### src/rtl/core/lr_pkg.sv
// Shared constants and types for the line rasterizer.
// Used by lr_ctrl, lr_dp and line_rasterizer; no dependencies.
package lr_pkg;

    localparam int COORD_BITS = 6;
    localparam int ERR_BITS   = COORD_BITS + 3;

    typedef logic [COORD_BITS-1:0]      t_coord;
    typedef logic signed [ERR_BITS-1:0] t_err;

    typedef struct packed {
        logic load;
        logic setup;
        logic step;
    } t_lr_cmd;

    typedef struct packed {
        logic last;
    } t_lr_stat;

endpackage

### src/rtl/core/lr_ctrl.sv
// Controller for the line rasterizer: accept, setup and pixel emit sequencing.
// Depends on lr_pkg; drives lr_dp through t_lr_cmd and reads t_lr_stat.
module lr_ctrl import lr_pkg::*; (
    input  logic     i_clk,
    input  logic     i_rst_n,
    input  logic     i_in_valid,
    output logic     o_in_ready,
    output logic     o_out_valid,
    input  logic     i_out_ready,
    input  t_lr_stat i_stat,
    output t_lr_cmd  o_cmd
);

    localparam logic [1:0] ST_IDLE  = 2'd0;
    localparam logic [1:0] ST_SETUP = 2'd1;
    localparam logic [1:0] ST_EMIT  = 2'd2;

    logic [1:0] r_state;
    logic [1:0] n_state;

    assign o_in_ready  = (r_state == ST_IDLE);
    assign o_out_valid = (r_state == ST_EMIT);

    always_comb begin
        o_cmd.load  = i_in_valid && o_in_ready;
        o_cmd.setup = (r_state == ST_SETUP);
        o_cmd.step  = o_out_valid && i_out_ready && !i_stat.last;
    end

    always_comb begin
        n_state = r_state;
        case (r_state)
            ST_IDLE: begin
                if (i_in_valid) n_state = ST_SETUP;
            end
            ST_SETUP: begin
                n_state = ST_EMIT;
            end
            ST_EMIT: begin
                if (i_out_ready && i_stat.last) n_state = ST_IDLE;
            end
            default: begin
                n_state = ST_IDLE;
            end
        endcase
    end

    always_ff @(posedge i_clk) begin
        if (!i_rst_n) begin
            r_state <= ST_IDLE;
        end else begin
            r_state <= n_state;
        end
    end

endmodule

### src/rtl/core/lr_dp.sv
// Datapath for the line rasterizer: endpoint registers, Bresenham error term,
// current pixel and step counter. Depends on lr_pkg; commanded by lr_ctrl.
module lr_dp import lr_pkg::*; (
    input  logic     i_clk,
    input  t_lr_cmd  i_cmd,
    input  t_coord   i_start_x,
    input  t_coord   i_start_y,
    input  t_coord   i_end_x,
    input  t_coord   i_end_y,
    output t_coord   o_pixel_x,
    output t_coord   o_pixel_y,
    output t_lr_stat o_stat
);

    t_coord r_px, r_py, r_ex, r_ey, r_cnt;
    logic   r_x_major, r_neg_x, r_neg_y;
    t_err   r_err, r_inc_move, r_inc_stay;

    t_coord w_adx, w_ady, w_major, w_minor;
    logic   w_x_major;
    t_err   w_major_e, w_minor_e;

    always_comb begin
        w_adx     = (r_ex >= r_px) ? (r_ex - r_px) : (r_px - r_ex);
        w_ady     = (r_ey >= r_py) ? (r_ey - r_py) : (r_py - r_ey);
        w_x_major = (w_adx > w_ady);
        w_major   = w_x_major ? w_adx : w_ady;
        w_minor   = w_x_major ? w_ady : w_adx;
        w_major_e = {{(ERR_BITS-COORD_BITS){1'b0}}, w_major};
        w_minor_e = {{(ERR_BITS-COORD_BITS){1'b0}}, w_minor};
    end

    assign o_pixel_x   = r_px;
    assign o_pixel_y   = r_py;
    assign o_stat.last = (r_cnt == '0);

    always_ff @(posedge i_clk) begin
        if (i_cmd.load) begin
            r_px <= i_start_x;
            r_py <= i_start_y;
            r_ex <= i_end_x;
            r_ey <= i_end_y;
        end else if (i_cmd.setup) begin
            r_x_major  <= w_x_major;
            r_neg_x    <= (r_ex < r_px);
            r_neg_y    <= (r_ey < r_py);
            r_cnt      <= w_major;
            r_err      <= (w_minor_e <<< 1) - w_major_e;
            r_inc_move <= (w_minor_e - w_major_e) <<< 1;
            r_inc_stay <= w_minor_e <<< 1;
        end else if (i_cmd.step) begin
            r_cnt <= r_cnt - COORD_BITS'(1);
            if (!r_err[ERR_BITS-1]) begin
                r_err <= r_err + r_inc_move;
            end else begin
                r_err <= r_err + r_inc_stay;
            end
            if (r_x_major || !r_err[ERR_BITS-1]) begin
                r_px <= r_neg_x ? (r_px - COORD_BITS'(1)) : (r_px + COORD_BITS'(1));
            end
            if (!r_x_major || !r_err[ERR_BITS-1]) begin
                r_py <= r_neg_y ? (r_py - COORD_BITS'(1)) : (r_py + COORD_BITS'(1));
            end
        end
    end

endmodule

### src/rtl/core/line_rasterizer.sv
// Line rasterizer top level: lr_ctrl sequences lr_dp.
// Depends on lr_pkg, lr_ctrl and lr_dp.
//
// Usage:
//   Input channel (i_in_valid / o_in_ready) carries one line command:
//   start and end coordinates. Output channel (o_out_valid / i_out_ready)
//   carries one pixel per transaction, start point first, end point last,
//   with o_last_pixel set on the end point.
//   o_out_valid rises after the command is accepted and the setup state
//   (ST_SETUP) computes deltas and the error term; the first pixel
//   transaction follows that setup state. A line of major length M emits
//   M+1 pixels, one per cycle while the receiver is ready; a new command
//   is taken in the cycle after the last pixel leaves. The pixel step unit
//   is the single error-term add/compare per cycle.
//   The receiver may stall at any time: the current pixel holds in the
//   output register and the line resumes when i_out_ready returns.
//   Reset (synchronous, active low) drops any line in progress and
//   returns to idle, ready for a command.
module line_rasterizer import lr_pkg::*; (
    input  logic   i_clk,
    input  logic   i_rst_n,
    input  logic   i_in_valid,
    output logic   o_in_ready,
    input  t_coord i_start_x,
    input  t_coord i_start_y,
    input  t_coord i_end_x,
    input  t_coord i_end_y,
    output logic   o_out_valid,
    input  logic   i_out_ready,
    output t_coord o_pixel_x,
    output t_coord o_pixel_y,
    output logic   o_last_pixel
);

    t_lr_cmd  w_cmd;
    t_lr_stat w_stat;

    lr_ctrl u_ctrl (
        .i_clk       (i_clk),
        .i_rst_n     (i_rst_n),
        .i_in_valid  (i_in_valid),
        .o_in_ready  (o_in_ready),
        .o_out_valid (o_out_valid),
        .i_out_ready (i_out_ready),
        .i_stat      (w_stat),
        .o_cmd       (w_cmd)
    );

    lr_dp u_dp (
        .i_clk     (i_clk),
        .i_cmd     (w_cmd),
        .i_start_x (i_start_x),
        .i_start_y (i_start_y),
        .i_end_x   (i_end_x),
        .i_end_y   (i_end_y),
        .o_pixel_x (o_pixel_x),
        .o_pixel_y (o_pixel_y),
        .o_stat    (w_stat)
    );

    assign o_last_pixel = w_stat.last;

`ifndef SYNTHESIS
    a_no_overlap: assert property (@(posedge i_clk) disable iff (!i_rst_n)
        !(o_in_ready && o_out_valid))
        else $error("command accepted while pixels pending");

    a_setup_gap: assert property (@(posedge i_clk) disable iff (!i_rst_n)
        (i_in_valid && o_in_ready) |=> (!o_out_valid && !o_in_ready))
        else $error("setup cycle skipped");

    a_run_continues: assert property (@(posedge i_clk) disable iff (!i_rst_n)
        (o_out_valid && i_out_ready && !o_last_pixel) |=> o_out_valid)
        else $error("line ended before its last pixel");

    a_run_ends: assert property (@(posedge i_clk) disable iff (!i_rst_n)
        (o_out_valid && i_out_ready && o_last_pixel) |=> (o_in_ready && !o_out_valid))
        else $error("no return to idle after last pixel");
`endif

endmodule
### config.mk
export PLATFORM = sky130hd
export DESIGN_NAME = line_rasterizer
export DESIGN_NICKNAME = d
export VERILOG_FILES = /design/src/rtl/core/lr_pkg.sv /design/src/rtl/core/lr_ctrl.sv /design/src/rtl/core/lr_dp.sv /design/src/rtl/core/line_rasterizer.sv
export SDC_FILE = /design/constraint.sdc
export NUM_CORES = 1
export LEC_CHECK = 0
export BUFFER_PORTS_ARGS = -buffer_cell sky130_fd_sc_hd__buf_2
export CORE_AREA = 2 2 119 121
export CTS_BUF_LIST = sky130_fd_sc_hd__clkbuf_4 sky130_fd_sc_hd__clkbuf_8
export DETAILED_ROUTE_END_ITERATION = 8
export DIE_AREA = 0 0 121 123
export GPL_ROUTABILITY_DRIVEN = 0
export PLACE_DENSITY_LB_ADDON = 0.25
export SLEW_MARGIN = 25
export SYNTH_ARGS = -nofsm -noshare
export SYNTH_HDL_FRONTEND = slang
export SYNTH_HIERARCHICAL = 1
export SYNTH_SLANG_ARGS = --single-unit
### constraint.sdc
create_clock -name i_clk -period 6 [get_ports i_clk]
set_input_delay 1.2 -clock i_clk [delete_from_list [all_inputs] [get_ports i_clk]]
set_output_delay 1.2 -clock i_clk [all_outputs]
set_load 0.1 [all_outputs]
==> flow_summary.toml, run 1 <==
[global_route]
grt_start_max_net_pins = 35
antenna_found_initial = 0
number_of_global_route_vias_before_repair = 3601
overflow = 0
gr-usage-all-layers_pct = 14.0
grt_first_pass_wirelength_mm = 16.9

[final_layout]
n_antenna_cell = 0
final_net_count = 617
synthToLayoutAreaGrowth_pct = 11.6
num-fill-cells = 1360
final_layout_size_suffix_gt1_share_pct = 16.4

[detailed_routing]
drtIter0Drc = 213
drcViolationCount = 0
totalWireLength_mm = 10.2
route.detailed.vias_per_inst = 5.08
post_drt_wl_per_cell_um = 14.4
antenna_left = 0
vias = 3617
drt-pass1-iter-count = 6

[place]
place_hpwl_mm = 8.16
placement.io_buffers = 42

[critical_path]
required_ns = 6.14
cp_data_arrival_time_ns = 5.70
crit_path_start_kind = "flop"
maximum_fanout_encountered_on_the_critical_timing_path = 11
reg2regPathDepth = 21
worst-setup-path-type = "flop to flop"
end_kind = "flop"

[yosys]
syn_nets = 575
synth_enable_flop_cells = 54
share_of_synthesized_registers_carrying_an_async_set_or_reset_pct = 0
cells_after_synth = 489
postSynth.topFlopCell = "edfxtp_1"
post_syn_area_per_cell_um2 = 9.62
post_synth_instance_area_um2 = 4700
distinct_cell_type_count_of_the_synthesized_netlist = 64
ys_seq_area_share_pct = 35.3
synth.ff_latch_count = 56
yosysWarnings = 6

[floorplanning]
fp.coreArea_um2 = 13600
row_count = 43
floorplan.initialDensity_pct = 34.5
design.portCount = 43
die-area_um2 = 14900
die-width_um = 121
vertical_die_dimension_um = 123

[sta]
setup-violations-final = 0
finalWorstPathRequiredPeriod_ns = 5.57
setup-tns-final_ns = 0
max_slew_margin_pct = 59.0
fmax_mhz = 180
timing_max_transition_violations_final = 0
final_min_period_over_clock_period_pct = 92.8
rsz0062_at_grt = "no"
fin_skew_ns = 0.0179
hold_viol = 0
worst-slew-pin-transition_ns = 0.609

[clock_tree]
cts_buffers = 5
tritoncts = "done"
worst_setup_hold_path_clk_slew_ns = 0.10
clock_sink_count = 56
cts-root-buf = "clkbuf_8"
htree_levels = 2
max-clock-path-buffers = 2
cts_hold_repair.buffers = 0
clock_insertion_delay_worst_skew_ns = 0.32

[worst_hold_path]
hold_path_depth = 2
min_path_type = "flop to flop"

[run]
cap_violations = 0

[outcome]
run_status = "finished clean"
-- area by class of cell --
type,instances,area (µm²),share of cell area (%)
clock inverter,2,35.0,0.668
timing repair buffer,48,255,4.86
clock buffer,6,76.3,1.45
sequential,56,1660,31.7
multi-input combinational,360,2770,52.8
tap,180,225,4.29
inverter,60,225,4.29
-- cells in the final DEF, fill, tap and decap left out, types with 4 or more instances in the layout --
cell type and instances:
a21o_1 13, nor2_1 28, buf_4 6, and2_1 5
buf_2 42, nand2_1 33, and3_1 4, a31oi_1 4
nor3_1 9, clkbuf_8 5, nor2b_1 8, o21bai_1 5
a211oi_1 4, nand3_1 14, fa_1 8, xnor2_1 14
edfxtp_1 54, o31ai_1 4, inv_1 58, ha_1 49
o21ai_0 22, mux2i_1 6, mux2_2 10, xor2_1 14
o22ai_1 6, nand2b_1 5, a21oi_2 5, a221oi_1 4
a21oi_1 39
-- what timing repair did --
item | 4_1_cts | 5_1_grt
resized for setup | 0 | 5
endpoints found under the setup margin | 0 | 4
setup buffers | 0 | 1
-- flip-flops by register name, indices dropped and copies added, names as in the netlist --
signal / count
u_ctrl/r_state: 2
u_dp/o_pixel_x: 6
u_dp/o_pixel_y: 6
u_dp/r_cnt: 6
u_dp/r_err: 8
u_dp/r_ex: 6
u_dp/r_ey: 6
u_dp/r_inc_move: 7
u_dp/r_inc_stay: 6
u_dp/r_neg_x: 1
u_dp/r_neg_y: 1
u_dp/r_x_major: 1
-- worst paths after layout --
path / start / endpoint / slack (ns)
worst max register to register: u_dp/o_pixel_x[0] / u_dp/r_err[4] / 0.43
worst min-delay path: u_ctrl/r_state[0] / u_ctrl/r_state[0] / 0.62
worst min register to register: u_ctrl/r_state[0] / u_ctrl/r_state[0] / 0.62
worst max-delay path: u_dp/o_pixel_x[0] / u_dp/r_err[4] / 0.43
-- cell usage after synthesis (8+ instances only) --
| cell | number | area [µm²] |
|---|---|---|
| o21ai_0 | 22 | 110 |
| edfxtp_1 | 54 | 1620 |
| nor3_1 | 9 | 45.0 |
| a21o_1 | 13 | 97.6 |
| nand3_1 | 14 | 70.1 |
| inv_1 | 58 | 218 |
| nor2_1 | 28 | 105 |
| ha_1 | 50 | 626 |
| a21oi_1 | 42 | 210 |
| nor2b_1 | 8 | 50.1 |
| xor2_1 | 14 | 123 |
| mux2_2 | 10 | 113 |
| fa_1 | 8 | 160 |
| xnor2_1 | 15 | 131 |
| nand2_1 | 33 | 124 |
-- metal layers --
metal | routed length (µm) | vias up | part of all wire (%) | GRT usage (%)
li1 | - | 1831 | - | -
met1 | 4670 | 1699 | 46 | 18.2
met2 | 4940 | 73 | 48 | 23.8
met3 | 368 | 14 | 3.6 | 2.12
met4 | 238 | 0 | 2.3 | 4.87
met5 | 0 | - | 0 | 0
-- cell families (layout without fill, tap and decap cells) --
logic type      after synthesis  count (layout)  share of synthesized area, %
simple gates                125             125                          13.5
flops                        56              56                          35.3
fa+ha+maj                    58              58                          16.7
buf+inv                      73             116                          6.23
compound gates              132             132                          19.1
mux                          16              16                          3.67
xor+xnor                     29              29                          5.40
-- through the flow --
step	instance area, µm²	hold slack (ns)	worst slack (ns)	cells	util (%)
floorplan	4700	0.569	0.0543	489	-
global placement	5110	0.591	0.514	703	37.5
detailed placement	5110	0.603	0.304	703	37.5
CTS	5220	0.618	0.250	711	38.3
global route	5250	0.641	0.0659	712	38.6
finish	5250	0.620	0.433	712	38.6
-- worst max-delay path: stages, from the launching register on --
cell	delay [ns]
edfxtp_1	0.43
ha_1	0.21
inv_1	0.06
fa_1	0.44
a21oi_4	0.19
a21oi_2	0.12
a2111oi_1	0.40
o311a_1	0.28
xnor2_1	0.11
ha_2	0.42
nand4_1	0.18
a21oi_1	0.26
o32ai_4	0.15
buf_4	0.20
nand3_1	0.17
nand2_1	0.14
fa_1	0.45
a21oi_2	0.20
a21boi_0	0.13
or3_1	0.39
and3_1	0.22
o31ai_1	0.24
Power of run 1 is left out: the tool's default activity adds up to more than one toggle a clock period on the data nets, which glitch-free logic cannot reach.
==> run 2, diff against run 1 <==
CELL_PAD_IN_SITES_DETAIL_PLACEMENT = 2   (was not set)
CELL_PAD_IN_SITES_GLOBAL_PLACEMENT = 2   (was not set)
==> run 2 against run 1 <==
Sequential share of layout area down 0.48 points. Register-to-register slack got worse by 0.05 ns. Fmax is 0.89% lower. Design area up 1.5%. Non-clock buffer count rose by 6. Die area did not move. Hold slack lost 0.0015 ns. Largest cell class unchanged.
==> flow_summary.toml, run 2 (synthesis results as in run 1) <==
[floorplanning]
row_count = 43
vertical_die_dimension_um = 123
design.portCount = 43
die-area_um2 = 14900
die-width_um = 121
floorplan.initialDensity_pct = 34.5
fp.coreArea_um2 = 13600

[detailed_routing]
antenna_left = 0
totalWireLength_mm = 12.9
drcViolationCount = 0
vias = 3829
drtIter0Drc = 113
drt-pass1-iter-count = 4
post_drt_wl_per_cell_um = 18.0
route.detailed.vias_per_inst = 5.33

[clock_tree]
clock_insertion_delay_worst_skew_ns = 0.35
cts_hold_repair.buffers = 0
max-clock-path-buffers = 2
worst_setup_hold_path_clk_slew_ns = 0.11
htree_levels = 2
cts_buffers = 5
tritoncts = "done"
cts-root-buf = "clkbuf_8"
clock_sink_count = 56

[sta]
fin_skew_ns = 0.0184
timing_max_transition_violations_final = 0
finalWorstPathRequiredPeriod_ns = 5.62
worst-slew-pin-transition_ns = 0.958
max_slew_margin_pct = 36.0
hold_viol = 0
setup-violations-final = 0
final_min_period_over_clock_period_pct = 93.6
fmax_mhz = 178

[critical_path]
register_to_register_path_setup_slack_ns = 0.38
worstPathCellList = "inv_1 > ha_1 > inv_1 > fa_1 > a21oi_4 > a21oi_2 > a2111oi_1 > o311a_1 > xnor2_2 > ha_2 > o21ai_0 > nor2_2 > o32ai_4 > inv_2 > nand3_1 > nand2_1 > fa_1 > a21oi_2 > a21boi_0 > or3_1 > and3_1 > o311ai_2"
r2r_endpoint = "u_dp/r_err[6]"
cp_data_arrival_time_ns = 5.78
start_point_of_the_critical_path = "u_dp/r_ex[0]"
required_ns = 6.16
crit_path_start_kind = "flop"
end_kind = "flop"
maximum_fanout_encountered_on_the_critical_timing_path = 10
worst_path_max_stage_delay_ns = 0.47
r2r-start = "u_dp/r_ex[0]"
endpoint = "u_dp/r_err[6]"
worst-setup-path-type = "flop to flop"
reg2regPathDepth = 22
critPathSlowestCell = "fa_1"

[final_layout]
layout.cells.non_filler = 719
num-fill-cells = 1492
largest_register_ff_count = 8
largest_registers = "u_dp/r_err: 8 flops, u_dp/r_inc_move: 7 flops"
most_common_cell_after_layout_fill_and_taps_aside = "inv_1"
max_flop_register = "u_dp/r_err"
n_antenna_cell = 0
final_net_count = 624
synthToLayoutAreaGrowth_pct = 13.3
final_layout_size_suffix_gt1_share_pct = 18.7
commonest_non_fill_non_tap_cells_in_the_layout = "58 x inv_1, 54 x edfxtp_1, 49 x ha_1, 42 x buf_2, 38 x a21oi_1"

[global_route]
grt_start_max_net_pins = 39
number_of_global_route_vias_before_repair = 4100
top_usage_layer = "met2"
met2_usage_pct = 34.3
overflow = 0
gr-usage-all-layers_pct = 18.0
met1_usage_pct = 21.0
gr-usage-met3_pct = 3.23
antenna_found_initial = 0
grt_first_pass_wirelength_mm = 20.8

[worst_hold_path]
min_path_type = "flop to flop"
hold_path_depth = 1

[place]
post-place-cells = 704
placement.io_buffers = 42
place_hpwl_mm = 10.3

[run]
cap_violations = 0

[outcome]
run_status = "finished clean"
run 2: changes by cell type in the layout (fill, tap and decap cells not counted), moves of 2 or more:
cell and change:
clkinvlp_4 +2, nor2_2 +2, xnor2_1 -2, xnor2_2 +2, buf_4 +6, nor2_1 -2
run 2: what timing repair did:
item / 4_1_cts / 5_1_grt
setup buffers: 0 / 6
gates resized for setup: 0 / 11
endpoints found under the setup margin: 0 / 5
endpoints found under the hold margin: 0 / 0
run 2: worst min path at each step:
stage | startpoint | endpoint | slack, ns
global placement | u_ctrl/r_state[0] | u_ctrl/r_state[0] | 0.59
CTS | u_dp/r_cnt[0] | u_dp/r_cnt[0] | 0.62
detailed placement | u_dp/r_cnt[0] | u_dp/r_cnt[0] | 0.60
global route | u_dp/r_cnt[0] | u_dp/r_cnt[0] | 0.64
floorplan | u_dp/r_cnt[0] | u_dp/r_cnt[0] | 0.57
finish | u_dp/r_cnt[0] | u_dp/r_cnt[0] | 0.62
run 2: through the flow:
step	utilization (%)	TNS, ns	cell area (µm²)	hold WS, ns	setup slack [ns]
3_3_place_gp	37.6	0	5120	0.593	0.317
5_1_grt	39.1	-0.00942	5330	0.642	-0.00942
3_5_place_dp	37.6	0	5120	0.604	0.0817
2_1_floorplan	-	0	4700	0.569	0.0543
6_report	39.1	0	5330	0.618	0.383
4_1_cts	38.3	0	5220	0.622	0.0362
run 2: critical path: cells and delay by family (launching register included):
kind | cells | cell delay, ns
buffers and inverters | 3 | 0.22
xor gates and xnor gates | 1 | 0.16
DFF | 1 | 0.42
and+or+nand+nor | 5 | 1.02
AOI/OAI and AO/OA | 9 | 2.16
adders and majority gates | 4 | 1.45
run 2: layout make-up:
cell class                      instances  area, µm²  share of cell area (%)
Clock buffer                            6       82.6                    1.55
Clock inverter                          2       15.0                   0.282
Inverter                               60        225                    4.23
Multi-Input combinational cell        361       2820                    52.9
Sequential cell                        56       1660                    31.2
Tap cell                              180        225                    4.23
Timing Repair Buffer                   54        300                    5.64
run 2: routing by layer:
metal	wire, µm	vias to the layer above
met3	306	12
li1	-	1851
met2	6830	47
met1	5590	1919
met4	201	0
met5	0	-
Power of run 2 is left out for the same reason.
